$ cat config.mk
export PLATFORM = sky130hd
export DESIGN_NAME = min_priority_queue_insert_delete_unit_flat
export DESIGN_NICKNAME = d
export VERILOG_FILES = /design/src/design/mpq_pkg.sv /design/src/design/mpq_if.sv /design/src/design/mpq_cell.sv /design/src/design/min_priority_queue_insert_delete_unit.sv /design/src/flat_wrapper.sv
export SDC_FILE = /design/constraint.sdc
export NUM_CORES = 2
export LEC_CHECK = 0
export BUFFER_PORTS_ARGS = -buffer_cell sky130_fd_sc_hd__buf_2
export CAP_MARGIN = 5
export CORE_MARGIN = 2
export CORE_UTILIZATION = 38
export DETAILED_ROUTE_END_ITERATION = 12
export GPL_ROUTABILITY_DRIVEN = 0
export PLACE_DENSITY = 0.56
export SLEW_MARGIN = 20
export SYNTH_ARGS = -nofsm -noshare
export SYNTH_HDL_FRONTEND = slang
export SYNTH_SLANG_ARGS = --single-unit
$ cat constraint.sdc
create_clock -name clk -period 3.3 [get_ports clk]
set_input_delay 0.165 -clock clk [delete_from_list [all_inputs] [get_ports clk]]
set_output_delay 0.165 -clock clk [all_outputs]
set_load 0.02 [all_outputs]
$ cat src/design/mpq_pkg.sv
// Shared types and codes for the min priority queue cell chain.
package mpq_pkg;

  localparam int KEY_W    = 32;
  localparam int STATUS_W = 2;
  localparam int COUNT_W  = 5;

  typedef logic signed [KEY_W-1:0] key_t;

  localparam logic FUNC_INSERT = 1'b0;
  localparam logic FUNC_DELETE = 1'b1;

  localparam logic [STATUS_W-1:0] STATUS_DONE    = 2'd0;
  localparam logic [STATUS_W-1:0] STATUS_FULL    = 2'd1;
  localparam logic [STATUS_W-1:0] STATUS_MISSING = 2'd2;

  typedef enum logic [1:0] {
    ST_IDLE,
    ST_COMPARE,
    ST_APPLY
  } state_t;

  typedef struct packed {
    logic compare;
    logic insert;
    logic remove;
    key_t key;
  } cell_ctl_t;

endpackage

$ cat src/design/mpq_if.sv
// Request and response channel interfaces of the min priority queue.
interface mpq_req_if
  import mpq_pkg::*;
();
  logic valid;
  logic ready;
  logic func;
  key_t key_value;

  modport source (output valid, output func, output key_value, input ready);
  modport sink (input valid, input func, input key_value, output ready);
endinterface

interface mpq_rsp_if
  import mpq_pkg::*;
();
  logic                valid;
  logic                ready;
  logic [STATUS_W-1:0] status;
  logic [COUNT_W-1:0]  entry_count;
  key_t                min_key;
  logic                is_empty;

  modport source (output valid, output status, output entry_count, output min_key,
                  output is_empty, input ready);
  modport sink (input valid, input status, input entry_count, input min_key,
                input is_empty, output ready);
endinterface

$ cat src/design/mpq_cell.sv
// One slot of the sorted key chain: compare flags, insert and delete shifting.
module mpq_cell
  import mpq_pkg::*;
(
  input  logic      clk,
  input  logic      rst,
  input  cell_ctl_t ctl,
  input  key_t      left_key,
  input  logic      left_valid,
  input  logic      left_gt,
  input  key_t      right_key,
  input  logic      right_valid,
  output key_t      key,
  output logic      valid,
  output logic      gt,
  output logic      eq
);

  logic ge;
  key_t key_next;
  logic valid_next;

  always_comb begin
    key_next   = key;
    valid_next = valid;
    if (ctl.insert && gt) begin
      key_next   = left_gt ? left_key : ctl.key;
      valid_next = valid | left_valid;
    end else if (ctl.remove && ge) begin
      key_next   = right_key;
      valid_next = right_valid;
    end
  end

  always_ff @(posedge clk) begin
    key <= key_next;
  end

  always_ff @(posedge clk) begin
    if (rst) begin
      valid <= 1'b0;
      gt    <= 1'b0;
      ge    <= 1'b0;
      eq    <= 1'b0;
    end else begin
      valid <= valid_next;
      if (ctl.compare) begin
        gt <= !valid || (key > ctl.key);
        ge <= valid && (key >= ctl.key);
        eq <= valid && (key == ctl.key);
      end
    end
  end

endmodule

$ cat src/design/min_priority_queue_insert_delete_unit.sv
// Top level: min priority queue built as a sorted chain of key cells.
//
// Usage:
//   req carries one operation per beat: func selects insert or delete of one
//   copy of key_value. rsp returns one beat per request with the status
//   (done, full, key not found), the count after the operation, the smallest
//   held key (zero when empty) and an empty flag.
//   Keys sit in a chain of CAPACITY cells kept in ascending order. Each cell
//   compares its key against the request key, then takes its left neighbor
//   (insert) or its right neighbor (delete) in the same cycle across the row.
// Timing:
//   An accepted beat passes through the compare step and then the apply
//   step; the response is valid on the cycle after apply. A new beat is
//   taken only back in idle, after the last one: accept, compare, apply,
//   set by the two-step cell update plus the handshake.
//   req stays ready while a response waits; if rsp is stalled the next beat
//   holds in its apply step until the pending response is taken.
// Reset:
//   rst clears all cell valid bits and the count, so the queue comes up empty.
module min_priority_queue_insert_delete_unit
  import mpq_pkg::*;
#(
  parameter int CAPACITY = 16
) (
  input logic clk,
  input logic rst,
  mpq_req_if.sink   req,
  mpq_rsp_if.source rsp
);

  localparam int CNT_W = $clog2(CAPACITY + 1);

  state_t              state;
  state_t              state_next;
  logic                func;
  key_t                key_reg;
  logic [CNT_W-1:0]    count;
  logic [CNT_W-1:0]    count_next;
  logic [STATUS_W-1:0] status;
  logic [STATUS_W-1:0] status_next;
  logic                rsp_valid;
  logic                rsp_valid_next;
  logic                out_free;
  logic                apply_go;
  logic                found;
  logic                full;
  logic [CNT_W+COUNT_W-1:0] count_wide;
  cell_ctl_t           ctl;

  key_t                cell_key [CAPACITY];
  logic [CAPACITY-1:0] cell_valid;
  logic [CAPACITY-1:0] cell_gt;
  logic [CAPACITY-1:0] cell_eq;

  assign out_free = !rsp_valid || rsp.ready;
  assign apply_go = (state == ST_APPLY) && out_free;
  assign found    = |cell_eq;
  assign full     = (count == CNT_W'(CAPACITY));

  always_comb begin
    state_next = state;
    case (state)
      ST_IDLE:    if (req.valid) state_next = ST_COMPARE;
      ST_COMPARE: state_next = ST_APPLY;
      ST_APPLY:   if (out_free) state_next = ST_IDLE;
      default:    state_next = ST_IDLE;
    endcase
  end

  always_comb begin
    ctl.compare    = (state == ST_COMPARE);
    ctl.insert     = apply_go && (func == FUNC_INSERT) && !full;
    ctl.remove     = apply_go && (func == FUNC_DELETE) && found;
    ctl.key        = key_reg;
    req.ready      = (state == ST_IDLE);
    count_next     = count;
    status_next    = status;
    rsp_valid_next = rsp_valid && !rsp.ready;
    if (apply_go) begin
      rsp_valid_next = 1'b1;
      if (func == FUNC_INSERT) begin
        if (full) begin
          status_next = STATUS_FULL;
        end else begin
          status_next = STATUS_DONE;
          count_next  = count + 1'b1;
        end
      end else begin
        if (found) begin
          status_next = STATUS_DONE;
          count_next  = count - 1'b1;
        end else begin
          status_next = STATUS_MISSING;
        end
      end
    end
  end

  always_ff @(posedge clk) begin
    if (rst) begin
      state     <= ST_IDLE;
      count     <= '0;
      rsp_valid <= 1'b0;
    end else begin
      state     <= state_next;
      count     <= count_next;
      rsp_valid <= rsp_valid_next;
    end
  end

  always_ff @(posedge clk) begin
    status <= status_next;
    if (req.valid && req.ready) begin
      func    <= req.func;
      key_reg <= req.key_value;
    end
  end

  for (genvar i = 0; i < CAPACITY; i++) begin : g_cell
    key_t l_key;
    logic l_valid;
    logic l_gt;
    key_t r_key;
    logic r_valid;

    if (i == 0) begin : g_head
      assign l_key   = '0;
      assign l_valid = 1'b1;
      assign l_gt    = 1'b0;
    end else begin : g_body
      assign l_key   = cell_key[i-1];
      assign l_valid = cell_valid[i-1];
      assign l_gt    = cell_gt[i-1];
    end

    if (i == CAPACITY - 1) begin : g_tail
      assign r_key   = '0;
      assign r_valid = 1'b0;
    end else begin : g_link
      assign r_key   = cell_key[i+1];
      assign r_valid = cell_valid[i+1];
    end

    mpq_cell u_cell (
      .clk         (clk),
      .rst         (rst),
      .ctl         (ctl),
      .left_key    (l_key),
      .left_valid  (l_valid),
      .left_gt     (l_gt),
      .right_key   (r_key),
      .right_valid (r_valid),
      .key         (cell_key[i]),
      .valid       (cell_valid[i]),
      .gt          (cell_gt[i]),
      .eq          (cell_eq[i])
    );
  end

  assign count_wide      = {{COUNT_W{1'b0}}, count};
  assign rsp.valid       = rsp_valid;
  assign rsp.status      = status;
  assign rsp.entry_count = count_wide[COUNT_W-1:0];
  assign rsp.min_key     = cell_valid[0] ? cell_key[0] : '0;
  assign rsp.is_empty    = !cell_valid[0];

  a_count_bound: assert property (@(posedge clk) disable iff (rst)
    count <= CNT_W'(CAPACITY))
    else $error("count above capacity");

  a_valid_count: assert property (@(posedge clk) disable iff (rst)
    $countones(cell_valid) == int'(count))
    else $error("cell valid bits disagree with count");

  a_empty_head: assert property (@(posedge clk) disable iff (rst)
    (count == '0) == !cell_valid[0])
    else $error("head cell disagrees with empty count");

  a_stall_hold: assert property (@(posedge clk) disable iff (rst)
    (state == ST_APPLY && rsp_valid && !rsp.ready) |=> (state == ST_APPLY && $stable(count)))
    else $error("apply step advanced over a stalled response");

endmodule

$ cat src/flat_wrapper.sv
// flat-port wrapper written by rule: the top's interface ports become plain ports
module min_priority_queue_insert_delete_unit_flat import mpq_pkg::*;
#(
  parameter int CAPACITY = 16
)
  (clk, rst, req_valid, req_func, req_key_value, req_ready, rsp_valid, rsp_status, rsp_entry_count, rsp_min_key, rsp_is_empty, rsp_ready);
  mpq_req_if req_i ();
  mpq_rsp_if rsp_i ();
  input logic clk;
  input logic rst;
  input wire logic [$bits(req_i.valid)-1:0] req_valid;
  input wire logic [$bits(req_i.func)-1:0] req_func;
  input wire logic [$bits(req_i.key_value)-1:0] req_key_value;
  output wire logic [$bits(req_i.ready)-1:0] req_ready;
  output wire logic [$bits(rsp_i.valid)-1:0] rsp_valid;
  output wire logic [$bits(rsp_i.status)-1:0] rsp_status;
  output wire logic [$bits(rsp_i.entry_count)-1:0] rsp_entry_count;
  output wire logic [$bits(rsp_i.min_key)-1:0] rsp_min_key;
  output wire logic [$bits(rsp_i.is_empty)-1:0] rsp_is_empty;
  input wire logic [$bits(rsp_i.ready)-1:0] rsp_ready;
  assign req_i.valid = req_valid;
  assign req_i.func = req_func;
  assign req_i.key_value = req_key_value;
  assign req_ready = req_i.ready;
  assign rsp_valid = rsp_i.valid;
  assign rsp_status = rsp_i.status;
  assign rsp_entry_count = rsp_i.entry_count;
  assign rsp_min_key = rsp_i.min_key;
  assign rsp_is_empty = rsp_i.is_empty;
  assign rsp_i.ready = rsp_ready;
  min_priority_queue_insert_delete_unit #(.CAPACITY(CAPACITY)) u_core (.clk(clk), .rst(rst), .req(req_i), .rsp(rsp_i));
endmodule
Word level (Yosys, flattened, before mapping)
Cells that the tools add are included.
- bits in registers: 619
- input port bits: 37
- output and inout bits: 42
- logic and storage cells: 376
- add/sub/neg operators: 2
- order comparisons: 32
- equal/unequal tests: 23
- muxes and demuxes: 90
- bitwise gates (word level): 16
- reductions and logical operators: 127
- operator list (operator ; number):
    two-way mux 32 bit ; 48
    equality test 32 bit ; 16
    >= comparator 32 bit ; 16
    greater-than comparator 32 bit ; 16
    logical AND 1 bit ; 71
    two-way mux 1 bit ; 34
    nonzero test 2 bit ; 16
    logical NOT 1 bit ; 19
    logical OR 1 bit ; 17
    OR reduction 16 bit ; 1
    two-way mux 5 bit ; 3
    bitwise OR 1 bit ; 15
    two-way mux 2 bit ; 4
    one-hot mux 2 bit (3 select lines) ; 1
    adder 5 x 1 -> 5 bit (second input constant) ; 1
    equality test 5 bit (second input constant) ; 1
    subtractor 5 x 1 -> 5 bit (second input constant) ; 1
    != test 2 x 1 -> 1 bit (second input constant) ; 2
    != test 2 bit (second input constant) ; 2
    AND reduction 3 bit ; 1
    equality test 2 x 1 -> 1 bit (second input constant) ; 1
    equality test 2 bit (second input constant) ; 1
    logical NOT 2 bit ; 1
    AND reduction 2 bit ; 1
    inverter 1 bit ; 1

Depth between registers and ports, before layout
- word-level depth: 8
- gate-level depth with buffers: 9
- depth with buffers taken out: 8

Hierarchy
A second synthesis with hierarchy kept.
- cells, all modules: 4630
- area, all modules: 44081.0 sq um
- by module, submodules not included (module ; instances ; cells each ; area an instance (sq um) ; sequential area each (sq um)):
    mpq_cell ; 16 ; 281 ; 2636.3 ; 1041.0
    min_priority_queue_insert_delete_unit ; 1 ; 134 ; 1900.6 ; 1211.2

Worst setup path before layout
Ideal clock, no wire load.
- path type: register to register
- start: register u_core.key_reg[31]
- end: register u_core.g_cell[3].u_cell.ge
- setup time: 0.060 ns
- arrival time: 2.926 ns
- data required time: 3.240 ns
- path slack: 0.314 ns
- stages on the path, launching flop included: 10
- path buffers: 1
- clock period less this slack: 2.986 ns
- path through: edfxtp_1 -> clkbuf_1 -> inv_1 -> ha_1 -> nand4_2 -> or4_4 -> or4b_4 -> a21o_1 -> o41a_1 -> nand3_2
- cells in the longest elaborated chain, start to end: 2
- RTL lines (what ; line ; source):
    start, declared ; min_priority_queue_insert_delete_unit.sv:36 ; key_t key_reg;
    start signal, assigned ; min_priority_queue_insert_delete_unit.sv:115 ; key_reg <= req.key_value;
    >= comparator 32 bit ; mpq_cell.sv:49 ; ge <= valid && (key >= ctl.key);
    logical AND 1 bit ; mpq_cell.sv:49 ;
    end signal, assigned ; mpq_cell.sv:49 ;
    end, declared ; mpq_cell.sv:19 ; logic ge;
Every way passes these cells.
A chain may end at the register's enable or synchronous reset.

Final worst setup path
- start: register u_core.key_reg[25]
- end: register u_core.g_cell[13].u_cell.gt
- cells in the longest elaborated chain, start to end: 2
- RTL lines (what ; line ; source):
    greater-than comparator 32 bit ; mpq_cell.sv:48 ; gt <= !valid || (key > ctl.key);
    logical OR 1 bit ; mpq_cell.sv:48 ;
    end signal, assigned ; mpq_cell.sv:48 ;
    end, declared ; mpq_cell.sv:15 ; output logic gt,
Every way passes these cells.

==> summary.md <==
| Metric | Value |
|---|---|
| Max FO, Critical Path | 9 |
| Crit path DAT | 3.45 ns |
| Worst setup path category | register to register |
| Sw Pwr | 5.042 mW |
| Commonest non-fill, non-tap cell in the layout | nand2_1 |
| First-pass GRT wire length | 194.4 mm |
| Buffers on Ports | 78 |
| H-tree depth | 3 |
| Gate power share | 11.2% |
| Routed WL per cell | 21.85 µm |
| Worst setup SP type | register |
| Fin util | 43.60% |
| Clock Power Share | 45.0% |
| Maximum vdd drop | 0.3328 mV |
| Vias/cell | 5.683 |
| Initial antenna violation count | 2 |
| RSZ-0062 raised after global routing | no |
| Worst EP required | 3.84 ns |
| Post-synth EDFFs | 547 |
| 1st-iter DRT viols | 2,836 |
| Layout cell share with drive strength beyond 1 | 9.709% |
| Most frequent cells in the layout | 669 x nand2_1, 547 x edfxtp_1, 515 x ha_1 |
| Final Hold Viols | 0 |
| Crit path time final | 2.918 ns |
| I/O pin count | 79 |
| Synth area leader | edfxtp_1 |
| CP Cell Sequence | inv_1, buf_12, ha_1, nand4_1, nor3_1, a221o_1, a211oi_1, buf_4, nor4b_1, nor2_1 |
| Worst clock skew | 0.02756 ns |
| Max-slew violations | 0 |
| Synthesized flop and latch total | 619 |
| CTS root buffer | clkbuf_16 |
| Int Power | 14.69 mW |
| Gr ovfl total | 0 |
| Routed met3 length | 6.191 mm |
| Max FFs per register | 512 |
| Leak | 18.72 nW |
| DRC errors left | 0 |
| Asr flop ratio synth | 0% |
| Power per cell area | 416.9 mW/mm² |
| Routed Antenna Nets | 0 |
| Slowest-stage cell, CP | a211oi_1 |
| Slew HR | 39.14% |
| CTS clk-pin slew, worst paths | 0.06 ns |
| Chip Width | 334.5 µm |
| Metal2 WL | 58.16 mm |
| TNS Setup | 0 ns |
| Mux cell area share after synthesis | 11.62% |
| WHS Path Cells | 5 |
| Clock Latency Late Sink | 0.66 ns |
| Final Cycle Share | 88.41% |
| Vias in the first global route | 33,100 |
| Synth-to-Final Area Change | 13.99% |
| Crit path capture type | register |
| Sw Share | 25.55% |
| Die span in y | 334.5 µm |
| Post-Synth Adder-Cell Area | 15.57% |
| FMAX | 0.3427 GHz |
| Fillers | 10,400 |
| Final Net Count | 4,855 |
| Distinct cells, synth | 57 |
| Total CTS buffers | 77 |
| Synth top area share | 39.57% |
| Top FF cell, synth | edfxtp_1 |
| Post-synthesis compound-gate area fraction | 13.24% |
| Clock Tree Buf Depth | 3 |
| Min-delay worst type | input pin to register |
| Largest net degree at the start of global routing | 68 |
| Post-synthesis simple-gate area fraction | 13.73% |
| Max Used Layer | met4 |
| Register share of total power | 43.8% |
| Non-filler cells, final | 5,781 |
| Placeable Area | 0.1086 mm² |
| Setup violators final | 0 |
| Synth warn | 0 |
| ANT cells | 0 |
| Initial Util | 38.24% |
| Reg2reg path depth | 10 |
| Mean area per synthesized cell | 9.994 µm² |
| Combinational family with the most area after synthesis | adder cells |
| All-layer global routing usage | 22.27% |
| CTS sink cnt | 619 |
| Worst-Margin Slew | 0.9046 ns |
| Max Cap Violations | 0 |
| Die Area | 0.1119 mm² |
| Cell count after synthesis | 4,154 |
| Largest cells by area after synthesis | edfxtp_1 40%, ha_1 16%, mux2i_1 12% |
| CTS tree | done |
| Mapped Area | 0.04151 mm² |
| DP HPWL | 96.56 mm |
| Post-synthesis xor/xnor area fraction | 0.06329% |
| Status | finished, final reports clean |
| Syn_nets | 4,707 |
| Total Routed Length | 126.3 mm |
| Placed cell count | 5,604 |
| Vias | 32,860 |
| Rows | 121 |
| Seq/Total Area, Yosys | 43.04% |
| Max incr delay on CP | 0.46 ns |
| Met1 wire length | 58.77 mm |
| Post-CTS Resized | 0 |
| DRT Pass-1 Iters | 8 |
-- kinds of logic (layout without fill, tap and decap cells) --
kind of cell             Yosys count  in the layout
adder cells (fa/ha/maj)          516            516
multiplexers                     482            482
XOR/XNOR                           3              3
AO/OA/AOI/OAI                    995            995
buffers and inverters            299            512
flip-flops                       619            619
AND/OR/NAND/NOR                 1240           1240
-- power groups by stage --
stage	registers (mW)	clock network (mW)	logic, mW
after floorplan	8.73	0	1.51
after global placement	8.81	0	2.13
after detailed placement	8.82	0	2.17
after CTS	8.65	9.06	2.21
after global routing	8.66	9.33	2.45
final	8.65	8.87	2.21
-- worst max-delay path: cells and delay by family, from the launching register on --
kind            cells  cell delay [ns]
buf+inv             3             0.78
compound gates      2             0.78
simple gates        4             0.62
flops               1             0.38
fa+ha+maj           1             0.24
-- final timing paths --
check	end	slack, ns	start
hold / removal	u_core.state[1]	0.07	rsp_ready
setup / recovery	u_core.g_cell[13].u_cell.gt	0.38	u_core.key_reg[25]
hold reg to reg	u_core.g_cell[6].u_cell.eq	0.45	u_core.g_cell[6].u_cell.eq
setup reg to reg	u_core.g_cell[13].u_cell.gt	0.38	u_core.key_reg[25]
-- metrics by stage --
stage	hold slack (ns)	worst slack [ns]	instance area [µm²]	power (mW)
after global routing	0.06430	0.1718	47320	20.43
after global placement	0.3438	0.5326	44400	10.95
after detailed placement	0.3432	0.4448	44400	10.98
after CTS	0.01147	0.4420	47320	19.92
after floorplan	0.2639	0.3140	41510	10.24
final	0.06565	0.3823	47320	19.73
-- synth_stat cells, drive strengths merged, types with 11 or more instances --
master  instances
nand2         670
edfxtp        547
o21ai         533
ha            515
mux2i         481
a21oi         295
clkbuf        185
nor2          148
nand4         115
nand3         111
dfxtp          72
inv            68
buf            46
nor3           38
and2           34
nor4           33
a21o           27
o211ai         26
nor2b          21
o21a           16
or4            15
a22oi          14
a31oi          13
nand3b         12
a221oi         11
-- final cells by class --
type | count | area [µm²] | area share (%)
Multi-Input combinational cell | 3236 | 22590 | 47.73
Clock inverter | 28 | 327.8 | 0.6927
Inverter | 68 | 255.2 | 0.5394
Clock buffer | 116 | 2267 | 4.791
Tap cell | 1414 | 1769 | 3.739
Sequential cell | 619 | 17890 | 37.80
Timing Repair Buffer | 300 | 2230 | 4.712
-- per-layer routing --
layer	track usage, %	vias up
met3	3.163	148
li1	-	15930
met1	30.64	16050
met2	36.41	729
met5	0	-
met4	6.354	0
-- repair_timing --
item | CTS | global route
buffers inserted | 0 | 0
hold buffers | 33 | 0
endpoints found under the hold margin | 33 | 0
Power figures use the tool's default switching activity.
